`src/assert_macros.svh`:
```
// Assertion helper macros for the delta-list scheduler RTL.
// Included by modules that carry concurrent assertions; no other dependencies.
`ifndef ASSERT_MACROS_SVH
`define ASSERT_MACROS_SVH

// Clocked assertion with asynchronous active-low reset disable.
`define ASSERT_AT(lbl, clk, rstn, prop) \
  lbl: assert property (@(posedge clk) disable iff (!rstn) prop) \
    else $error("assertion failed");

// Same, on the house clock and reset names.
`define ASSERT_STD(lbl, prop) \
  `ASSERT_AT(lbl, clk_i, rst_ni, prop)

`endif

```
`src/dlts_pkg.sv`:
```
// Shared types and constants of the delta-list task scheduler.
// No dependencies; used by dlts_mem, dlts_conv, the scheduler core and the testbench.
`default_nettype none

package dlts_pkg;

  localparam int unsigned MaxTasks   = 16;
  localparam int unsigned MaxResults = 16;
  localparam int unsigned TickMax    = 65535;
  // floor(ms / 10) == (ms * RecipMul) >> RecipShift for all 20-bit ms
  localparam int unsigned RecipMul   = 838861;
  localparam int unsigned RecipShift = 23;

  typedef enum logic [1:0] {
    OP_TICK   = 2'd0,
    OP_INSERT = 2'd1,
    OP_DELETE = 2'd2,
    OP_NOP    = 2'd3
  } op_e;

  typedef enum logic [2:0] {
    K_FIRED    = 3'd0,
    K_INSERTED = 3'd1,
    K_FULL     = 3'd2,
    K_DELETED  = 3'd3,
    K_NOTFOUND = 3'd4,
    K_NONE     = 3'd5
  } kind_e;

  typedef struct packed {
    logic [16:0] delta;
    logic [15:0] period;
    logic [7:0]  task_id;
  } entry_t;

  typedef enum logic [3:0] {
    S_IDLE, S_CONV, S_PRD, S_PCHK, S_SHRD, S_SHWR, S_PWR, S_DRD,
    S_DCHK, S_DSRD, S_DSWR, S_TSTART, S_TDEC, S_TRD, S_TCHK, S_EMIT
  } state_e;

endpackage

`default_nettype wire

```
`src/dlts_conv.sv`:
```
// Millisecond to tick converter: divide by 10 via reciprocal multiply, saturate.
// Depends on dlts_pkg (constants). The product is registered: result valid in the cycle after en_i.
`default_nettype none

module dlts_conv (
  input  logic        clk_i,
  input  logic        en_i,
  input  logic [19:0] ms_i,
  output logic [15:0] ticks_o
);

  logic [39:0] prod_q;
  logic [16:0] quot;

  always_ff @(posedge clk_i) begin
    if (en_i) begin
      prod_q <= 40'(ms_i) * 40'(dlts_pkg::RecipMul);
    end
  end

  assign quot    = 17'(prod_q >> dlts_pkg::RecipShift);
  assign ticks_o = (quot > 17'(dlts_pkg::TickMax)) ? 16'(dlts_pkg::TickMax) : quot[15:0];

endmodule

`default_nettype wire

```
`config.mk`:
```
export PLATFORM = sky130hd
export DESIGN_NAME = dlts_conv
export DESIGN_NICKNAME = d
export VERILOG_FILES = /design/src/assert_macros.svh /design/src/dlts_pkg.sv /design/src/dlts_conv.sv
export SDC_FILE = /design/constraint.sdc
export NUM_CORES = 1
export LEC_CHECK = 0
export BUFFER_PORTS_ARGS = -buffer_cell sky130_fd_sc_hd__buf_2
export CAP_MARGIN = 5
export CORE_ASPECT_RATIO = 0.9
export CORE_MARGIN = 2
export CORE_UTILIZATION = 50
export DETAILED_ROUTE_END_ITERATION = 16
export PLACE_DENSITY = 0.66
export SETUP_SLACK_MARGIN = 0.5
export SYNTH_ARGS = -nofsm -noshare
export SYNTH_HDL_FRONTEND = slang
export SYNTH_SLANG_ARGS = --single-unit
export TNS_END_PERCENT = 30
```
`constraint.sdc`:
```
create_clock -name clk_i -period 14.3 [get_ports clk_i]
set_input_delay 2.86 -clock clk_i [delete_from_list [all_inputs] [get_ports clk_i]]
set_output_delay 2.86 -clock clk_i [all_outputs]
set_load 0.02 [all_outputs]
```
==> results by group <==
Setup path
  • CP endpoint kind: flop
  • Cell repeated most along the worst path: fa_1
  • Crit path arrival time: approximately 8.6 ns
  • CP delay by family, top: adder cells
  • Worst Path Required: approximately 14 ns
  • Worst path cell trace: buf_2 -> ha_1 -> ha_1 -> fa_1 -> fa_1 -> fa_1 -> fa_1 -> inv_1 -> fa_1 -> inv_1 -> ha_1 -> a21o_1 -> a311o_1 -> a211oi_1 -> o31ai_1 -> a21oi_1 -> o21a_1 -> o211ai_1
  • CP Max Fanout: 7
  • Critical-path top delay cell: fa_1
  • CP Launch Type: primary input
  • Worst Path Buf+Inv: 3
  • Max stage delay on crit path: about 0.56 ns
  • Crit Path Category: in -> reg

Global route
  • Gr usage total: a little under a quarter
  • Initial antenna violation count: 0
  • Remaining Overflow, GRT: 0
  • Global-route wire length before repair: approximately 30 mm
  • Number of global-route vias before repair: 5723
  • Largest net degree at the start of global routing: 18

Floorplanning
  • Die Y-Extent: 124 um
  • DIE WIDTH: around 140 um
  • Core Footprint: approximately 0.016 mm2
  • Initial Util: roughly half
  • Die area: around 0.017 mm2
  • Placement Rows: 43
  • Number of I/O pins: 38

Timing
  • RSZ-0062 raised after global routing: no
  • Setup TNS: 0 ns
  • Endpoints failing hold: 0
  • Slew @ Worst Pin: 0.519 ns
  • Max_slew headroom: 64.8%
  • Fin crit share: between 60% and 70%
  • Period minus WS final: about 8.6 ns
  • Final setup fails: 0
  • Fmax achieved: roughly 120 MHz
  • Slew Limit Fails: 0

Detailed routing
  • Detailed Route Iter0 Violations: around 320
  • Vias: around 5.5k
  • DR vias/cell: 5.38
  • Pre-antenna DRT Iters: 4
  • WL per Instance: approximately 18 um
  • Total wire length: 18.3 mm
  • DRC: 0
  • Routed Antenna Nets: 0

Placed design
  • Port Buf Inserts: 37
  • Routability congestion estimate: 0.937
  • DP HPWL: about 17 mm

Synth
  • Post-Syn Instances: 791
  • Number of enable flip-flop cells after synthesis: 17
  • Top_reg_cell synth: edfxtp_1
  • Top cells by area, synth: fa_1, ha_1, inv_1
  • Leading cell types by count after synthesis: ha_1, inv_1, fa_1
  • Async SR Flop Fraction: 0%
  • Synth area leader: fa_1
  • Synth top area share: 32.2%
  • Mapped Area: roughly 0.0080 mm2
  • Synthesis Warnings: 0
  • Synth Area per Inst: 10.1 um2
  • Register area share after synthesis: under 10%
  • Synth Net Count: ~1.1k
  • FF+latch count, synth: 17
  • Top-count cell post-synth: ha_1
  • Synth cell types: 55

Clock tree
  • CTS tree: built
  • Post_cts resized: 0
  • H-tree depth: 1
  • CTS Buffer Depth: 2
  • Reg clk slew, reported paths: 0.05 ns
  • CTS Buf Count: 3
  • Cts hold-fix bufs: 0
  • Clock Sink Count: 17
  • Root buf cell: clkbuf_16
  • Post-CTS Setup Bufs: 0

Cells and area
  • Top reg by flops: prod_q
  • Fill count: roughly 1.4k
  • Nets@finish: around 1.2k
  • Diode count: 0
  • Post-layout util: 54.8%
  • Max reg flops: 17
  • Fraction of layout cells with a size suffix above 1: between 8 and 9%
  • P&R area growth vs syn: 6.22%
  • Biggest regs: prod_q: 17 flops

Min path
  • Hold crit path type: in -> reg

Flow run
  • Total of max-cap violations: 0

Run status
  • Outcome: finished, final reports clean
-- path summary, 6_finish.rpt --
path	end	start	depth (start not counted)	slack, ns
setup / recovery	prod_q[36]$_DFFE_PP_	ms_i[10]	18	5.66
hold / removal	prod_q[34]$_DFFE_PP_	en_i	1	3.05
-- through the flow --
stage	setup slack, ns	instances	hold WS (ns)	cell area (um2)
detailed placement	5.42	1025	3.31	8440
floorplan	6.09	791	2.97	8020
CTS	5.65	1029	3.06	8520
finish	5.66	1029	3.05	8520
global route	5.32	1029	3.08	8520
global placement	5.43	1025	3.31	8440
-- layout make-up --
class	instances	area (um2)	share of cell area, %
sequential	17	510	5.99
inverter	186	698	8.19
clock buffer	3	75.1	0.881
clock inverter	1	5.00	0.0587
multi-input combinational	583	6800	79.7
tap	202	253	2.97
timing repair buffer	37	185	2.17
-- metal layers --
| metal | GRT usage [%] | routed length (um) | vias to the layer above |
|---|---|---|---|
| met5 | 0 | 0 | - |
| met4 | 2.26 | 108 | 0 |
| met3 | 4.23 | 1080 | 12 |
| met2 | 34.3 | 7730 | 129 |
| met1 | 35.7 | 9370 | 2696 |
| li1 | - | - | 2701 |
-- cell usage in the layout, fill, tap and decap left out, drive strengths merged, types with 14 or more instances in the layout --
master and n:
a21o 27, a21oi 27, buf 37, edfxtp 17, fa 129, ha 203
inv 186, nand2 14, nor2 17, o21ai 19, or2 19, xor2 22
-- cell families after synthesis --
logic type	count (synthesis)	synth area share, %
flip-flops	17	6.36
XOR/XNOR	34	3.71
multiplexers	2	0.265
adder cells (fa/ha/maj)	332	63.8
AND/OR/NAND/NOR	98	6.61
buffers and inverters	191	8.94
AO/OA/AOI/OAI	117	10.3
Power is not shown: default switching activity piles up to over one toggle a cycle in this logic, so the estimate is an artifact.
