[src/assert_macros.svh]
// Assertion helper macros for the delta-list scheduler RTL.
// Included by modules that carry concurrent assertions; no other dependencies.
`ifndef ASSERT_MACROS_SVH
`define ASSERT_MACROS_SVH

// Clocked assertion with asynchronous active-low reset disable.
`define ASSERT_AT(lbl, clk, rstn, prop) \
  lbl: assert property (@(posedge clk) disable iff (!rstn) prop) \
    else $error("assertion failed");

// Same, on the house clock and reset names.
`define ASSERT_STD(lbl, prop) \
  `ASSERT_AT(lbl, clk_i, rst_ni, prop)

`endif

[src/dlts_pkg.sv]
// Shared types and constants of the delta-list task scheduler.
// No dependencies; used by dlts_mem, dlts_conv, the scheduler core and the testbench.
`default_nettype none

package dlts_pkg;

  localparam int unsigned MaxTasks   = 16;
  localparam int unsigned MaxResults = 16;
  localparam int unsigned TickMax    = 65535;
  // floor(ms / 10) == (ms * RecipMul) >> RecipShift for all 20-bit ms
  localparam int unsigned RecipMul   = 838861;
  localparam int unsigned RecipShift = 23;

  typedef enum logic [1:0] {
    OP_TICK   = 2'd0,
    OP_INSERT = 2'd1,
    OP_DELETE = 2'd2,
    OP_NOP    = 2'd3
  } op_e;

  typedef enum logic [2:0] {
    K_FIRED    = 3'd0,
    K_INSERTED = 3'd1,
    K_FULL     = 3'd2,
    K_DELETED  = 3'd3,
    K_NOTFOUND = 3'd4,
    K_NONE     = 3'd5
  } kind_e;

  typedef struct packed {
    logic [16:0] delta;
    logic [15:0] period;
    logic [7:0]  task_id;
  } entry_t;

  typedef enum logic [3:0] {
    S_IDLE, S_CONV, S_PRD, S_PCHK, S_SHRD, S_SHWR, S_PWR, S_DRD,
    S_DCHK, S_DSRD, S_DSWR, S_TSTART, S_TDEC, S_TRD, S_TCHK, S_EMIT
  } state_e;

endpackage

`default_nettype wire

[src/dlts_mem.sv]
// Task table memory: one write port, one read port with registered data.
// Depends on dlts_pkg (entry_t).
`default_nettype none

module dlts_mem #(
  parameter int unsigned Depth = dlts_pkg::MaxTasks,
  localparam int unsigned AddrW = $clog2(Depth)
) (
  input  logic                 clk_i,
  input  logic                 we_i,
  input  logic [AddrW-1:0]     waddr_i,
  input  dlts_pkg::entry_t     wdata_i,
  input  logic                 re_i,
  input  logic [AddrW-1:0]     raddr_i,
  output dlts_pkg::entry_t     rdata_o
);

  dlts_pkg::entry_t mem_q [Depth];
  dlts_pkg::entry_t rdata_q;

  always_ff @(posedge clk_i) begin
    if (we_i) begin
      mem_q[waddr_i] <= wdata_i;
    end
    // read data holds when no read is issued
    if (re_i) begin
      rdata_q <= mem_q[raddr_i];
    end
  end

  assign rdata_o = rdata_q;

endmodule

`default_nettype wire

[config.mk]
export PLATFORM = sky130hd
export DESIGN_NAME = dlts_mem
export DESIGN_NICKNAME = d
export VERILOG_FILES = /design/src/assert_macros.svh /design/src/dlts_pkg.sv /design/src/dlts_mem.sv
export SDC_FILE = /design/constraint.sdc
export NUM_CORES = 1
export LEC_CHECK = 0
export BUFFER_PORTS_ARGS = -buffer_cell sky130_fd_sc_hd__buf_2
export CAP_MARGIN = 10
export CORE_MARGIN = 10
export CORE_UTILIZATION = 40
export DETAILED_ROUTE_END_ITERATION = 12
export SETUP_SLACK_MARGIN = 0.2
export SYNTH_ARGS = -nofsm -noshare
export SYNTH_HDL_FRONTEND = slang
export SYNTH_SLANG_ARGS = --single-unit
[constraint.sdc]
create_clock -name clk_i -period 11.1 [get_ports clk_i]
set_clock_uncertainty 0.1 [all_clocks]
set_input_delay 1.11 -clock clk_i [delete_from_list [all_inputs] [get_ports clk_i]]
set_output_delay 1.11 -clock clk_i [all_outputs]
set_load 0.01 [all_outputs]
==> metrics.cfg, run 1 <==
[sta]
period_share_pct = 33.2
fin_crit_ns = 3.68
fin_ws_ns = 7.42
rsz0062_at_grt = false
hold_viol_final = 0
fmax_mhz = 271
setup_tns_ns = 0
tightest_slew_ns = 1.00
slew_headroom_pct = 33.1
drv_slew = 0
setup_violations = 0

[clock_tree]
tritoncts = done
post_cts_buffers = 0
cts.hold.buffers_added = 0
ctsResizeCount = 0
clk_latency_ns = 0.60
cts-buffers-inserted = 70
ctsHtreeMaxLevel = 3
root_buffer = clkbuf_16
path_clk_slew_ns = 0.06
clock_sinks = 697
clock_path_buffers = 3

[worst_setup_path]
startpoint_type = input pin
cp_max_fo = 60
crit_type = in2reg
critPathCaptureType = flop
arrival_ns = 3.93
crit_required_ns = 11.34

[pwr]
ir_worst_vdd_mv = 0.105
power.total_mw = 5.46
p_leak_nw = 9.33
powerDensity_nw_per_um2 = 185

[routing]
viasPerCell = 5.48
vias = 11600
routed_wl_um = 56200
drc_errors = 0
ant_nets = 0
dr.first_iter.drc_count = 1059
dr.pass1.iters = 4
wl_per_cell_um = 26.6

[placement]
io_buffers = 92
pre_cts_slack_ns = 6.70
gp_congestion = 0.677
numPlacedInstances = 1983
dpl-instance-area_um2 = 27400
hpwl_um = 25200

[grt]
grt_max_degree = 79
grt_pass1_wl_um = 82400
grt_pass1_vias = 12100
grt_usage_pct = 15.1
antenna_found_initial = 5
overflow = 0

[yosys]
ys_types = 16
ys_ff_latch = 697
synth_fp_nets = 1118
yosysWarnings = 0
ys_seq_area_share_pct = 81.2
avgSynthCellArea_um2 = 24.2
syn-cell-area_um2 = 25800
synthCells = 1066

[floorplan]
die_y_um = 274
initial_core_util_pct = 40.2
fp.dieArea_um2 = 75000
pin_count = 93
core_um2 = 64100
die_w_um = 274
num_rows = 93

[status]
status = completed

[final_layout]
nNetsFinal = 1252
drive_gt1_share_pct = 31.9
area_delta_synth_final_pct = 14.6
multi_input_area_um2 = 4730
postLayoutCellArea_um2 = 29600
layout_common_cells = 697 x edfxtp_1, 164 x mux4_2, 90 x buf_2
regArea_um2 = 20900
fillerInstances = 5236
layout.cells.non_filler = 2110
layout_commonest_cell = edfxtp_1

[min_path]
hp-class = reg2reg

[run]
cap_violations = 0

[worst max-delay path, stage by stage]
cell	delay (ns)
buf_6	0.42
buf_4	0.82
buf_4	0.76
mux4_2	0.40
a22oi_1	0.24
nand2_1	0.09
[registers in the layout (all words and copies together), names as in the netlist]
name     flops
mem_q      656
rdata_o     41
[worst paths after layout]
path,from,end,slack (ns),cells after the start
worst max-delay path,raddr_i[1],rdata_o[3],7.42,6
worst min-delay path,mem_q[14][31],rdata_o[31],0.64,3
worst max register to register,mem_q[2][30],rdata_o[30],9.51,3
worst min register to register,mem_q[14][31],rdata_o[31],0.64,3
[per-layer routing]
layer  routed length (µm)  vias to the layer above  GRT usage (%)
met5                   44                        -              0
met4                  991                        8           4.42
met3                 3450                       76           3.23
met2                27600                      329           24.5
met1                24100                     6284           20.4
li1                     -                     4863              -
[Yosys cell counts, drive strengths merged]
master	n	share of area, %
clkbuf	20	0.29
or3b	1	0.034
nor2b	2	0.049
nor3	4	0.078
edfxtp	697	81
a22oi	82	2.4
buf	35	0.72
and2	1	0.024
mux4	164	14
nor2	13	0.19
nand3b	2	0.058
nand2	42	0.61
nand3	1	0.019
nand2b	2	0.049
[logic make-up (layout without fill, tap and decap cells)]
logic type,after synthesis,count (layout),synth area share (%)
other,0,2,0
AO/OA/AOI/OAI,82,82,2.39
AND/OR/NAND/NOR,68,68,1.11
multiplexers,164,164,14.3
flip-flops,697,697,81.2
buffers and inverters,55,242,1.01
[per-stage QoR]
step,utilization [%],hold WS [ns]
3_5_place_dp,42.7,0.635
6_report,46.1,0.641
3_3_place_gp,42.7,0.627
4_1_cts,46.1,0.644
2_1_floorplan,-,0.610
5_1_grt,46.1,0.674
[report_power, final]
group | leakage (nW) | total, mW | switching (mW) | internal, mW
registers | 6.34 | 2.98 | 0.0157 | 2.97
logic | 1.93 | 0.251 | 0.152 | 0.0989
clock network | 1.06 | 2.22 | 0.949 | 1.27
[layout make-up]
class                      count  area share (%)
tap                          855            3.62
antenna                        2          0.0169
timing repair buffer         117            2.25
multi-input combinational    314            16.0
clock inverter                38           0.923
clock buffer                  87            6.36
sequential                   697            70.8
(Power assumes the default switching activity.)
==> run 2: changes to the inputs <==
Clock period 11.1 ns to 3.5 ns, I/O delays scaled along.
==> metrics.cfg, run 2 (synthesized netlist as in run 1, its figures left out) <==
[status]
status = completed  ; unchanged

[clock_tree]
tritoncts = done  ; unchanged
cts.hold.buffers_added = 7  ; was 0
root_buffer = clkbuf_16  ; unchanged
ctsHtreeMaxLevel = 3  ; unchanged
clock_sinks = 697  ; unchanged
clock_path_buffers = 3  ; unchanged
cts-buffers-inserted = 70  ; unchanged
post_cts_buffers = 0  ; unchanged
clk_latency_ns = 0.60  ; about the same
ctsResizeCount = 0  ; unchanged
path_clk_slew_ns = 0.06  ; about the same

[worst_setup_path]
arrival_ns = 1.98  ; was 3.93 ns
slowest_stage = nor2_4  ; was buf_4
startpoint_type = input pin  ; unchanged
r2r_setup_slack_ns = 1.90  ; was 9.51 ns
cp_max_fo = 18  ; was 60
critPathCaptureType = flop  ; unchanged
timing.rr.start = mem_q[8][5]  ; was mem_q[2][30]
regToRegEndpoint = rdata_o[5]  ; was rdata_o[30]
reg2regPathDepth = 3  ; unchanged
cpPeakStageDelay_ns = 0.62  ; was 0.82 ns
crit_required_ns = 3.64  ; was 11.34 ns
crit_type = in2reg  ; unchanged
path_cells = buf_2 -> nand3b_1 -> nor2_4 -> buf_4  ; was buf_6 -> buf_4 -> buf_4 -> mux4_2 -> a22oi_1 -> nand2_1

[placement]
hpwl_um = 28400  ; was 25200 µm
gp_congestion = 0.697  ; was 0.677
dpl-instance-area_um2 = 27700  ; was 27400 µm²
io_buffers = 92  ; unchanged

[floorplan]
pin_count = 93  ; unchanged
num_rows = 93  ; unchanged
fp.dieArea_um2 = 75000  ; unchanged
initial_core_util_pct = 40.2  ; unchanged
die_w_um = 274  ; unchanged
core_um2 = 64100  ; unchanged
die_y_um = 274  ; unchanged

[run]
cap_violations = 0  ; unchanged

[routing]
dr.pass1.iters = 5  ; was 4
drc_errors = 0  ; unchanged
ant_nets = 0  ; unchanged
vias = 11700  ; was 11600
viasPerCell = 5.51  ; was 5.48
wl_per_cell_um = 26.5  ; was 26.6 µm
dr.first_iter.drc_count = 1240  ; was 1059
routed_wl_um = 56300  ; was 56200 µm

[sta]
setup_tns_ns = 0  ; unchanged
drv_slew = 0  ; unchanged
period_share_pct = 52.5
setup_violations = 0  ; unchanged
slew_headroom_pct = 44.2  ; was 33.1%
fmax_mhz = 545
tightest_slew_ns = 0.838  ; was 1.00 ns
fin_crit_ns = 1.84
hold_viol_final = 0  ; unchanged
rsz0062_at_grt = false  ; unchanged

[grt]
grt_use_met3_pct = 3.33  ; was 3.23%
grt_pass1_vias = 12400  ; was 12100
grt_max_degree = 57  ; was 79
grt_usage_pct = 15.1  ; about the same
use_met2_pct = 23.9  ; was 24.5%
overflow = 0  ; unchanged
antenna_found_initial = 7  ; was 5
grtUsageMet1_pct = 21.0  ; was 20.4%
grt_pass1_wl_um = 83200  ; was 82400 µm
grt_busiest_layer = met2  ; unchanged

[final_layout]
layout_commonest_cell = edfxtp_1  ; unchanged
fillerInstances = 5188  ; was 5236
drive_gt1_share_pct = 32.2  ; was 31.9%
largest_reg_flops = 656  ; unchanged
layout_common_cells = 697 x edfxtp_1, 164 x mux4_2, 90 x buf_2  ; unchanged
postLayoutCellArea_um2 = 30000  ; was 29600 µm²
nNetsFinal = 1268  ; was 1252
largest_register = mem_q  ; unchanged
area_delta_synth_final_pct = 16.2  ; was 14.6%

[pwr]
ir_worst_vdd_mv = 0.304  ; was 0.105 mV
p_leak_nw = 9.49  ; was 9.33 nW
powerDensity_nw_per_um2 = 582  ; was 185 nW/µm²

[min_path]
hp-class = in2reg  ; was reg2reg
whs_endpoint = mem_q[11][0]  ; was rdata_o[31]
worstHoldStart = wdata_i[0]  ; was mem_q[14][31]
holdPathStages = 1  ; was 3

## run 2: worst max-delay path by stage
stage                   endpoint  cells past startpoint  slack, ns        from
floorplan            mem_q[1][0]                      2       0.35  waddr_i[2]
global placement    mem_q[9][16]                      4       1.09  waddr_i[2]
detailed placement  mem_q[9][16]                      4       1.04  waddr_i[2]
CTS                 mem_q[9][20]                      4       1.65  waddr_i[2]
global route        mem_q[9][20]                      4       1.58  waddr_i[2]
finish              mem_q[9][17]                      4       1.66  waddr_i[2]
## run 2: routing by layer
metal,wire (µm),share of wire [%],vias up
met5,57,0.10,-
met4,920,1.6,8
met3,3290,5.8,70
met2,27100,48,308
met1,25000,44,6433
li1,-,-,4902
## run 2: per-stage QoR
step | utilization [%] | hold slack (ns) | instances | setup WS [ns] | total power, mW
finish | 46.7 | 0.0266 | 2126 | 1.66 | 17.4
global route | 46.7 | 0.0176 | 2124 | 1.58 | 18.0
CTS | 46.7 | 0.000163 | 2123 | 1.65 | 17.6
detailed placement | 43.2 | 0.582 | 1992 | 1.04 | 10.5
global placement | 43.2 | 0.583 | 1992 | 1.09 | 10.5
floorplan | - | 0.349 | 1066 | 0.352 | 10.1
## run 2: critical path, delay by kind of cell
| kind | cells | cell delay, ns |
|---|---|---|
| simple gates | 2 | 1.04 |
| buf+inv | 2 | 0.56 |
## run 2: area by class of cell
class / instances / area [µm²] / area share [%]
Antenna cell: 3 / 7.51 / 0.0251
Multi-Input combinational cell: 314 / 4750 / 15.9
Tap cell: 855 / 1070 / 3.57
Clock buffer: 88 / 1880 / 6.28
Timing Repair Buffer: 133 / 1030 / 3.43
Sequential cell: 697 / 20900 / 69.9
Clock inverter: 36 / 290 / 0.969
## run 2: power breakdown
part           switching (mW)  internal (mW)
sequential             0.0485           9.40
clock                    3.03           4.12
combinational           0.500          0.339
total                    3.57           13.9
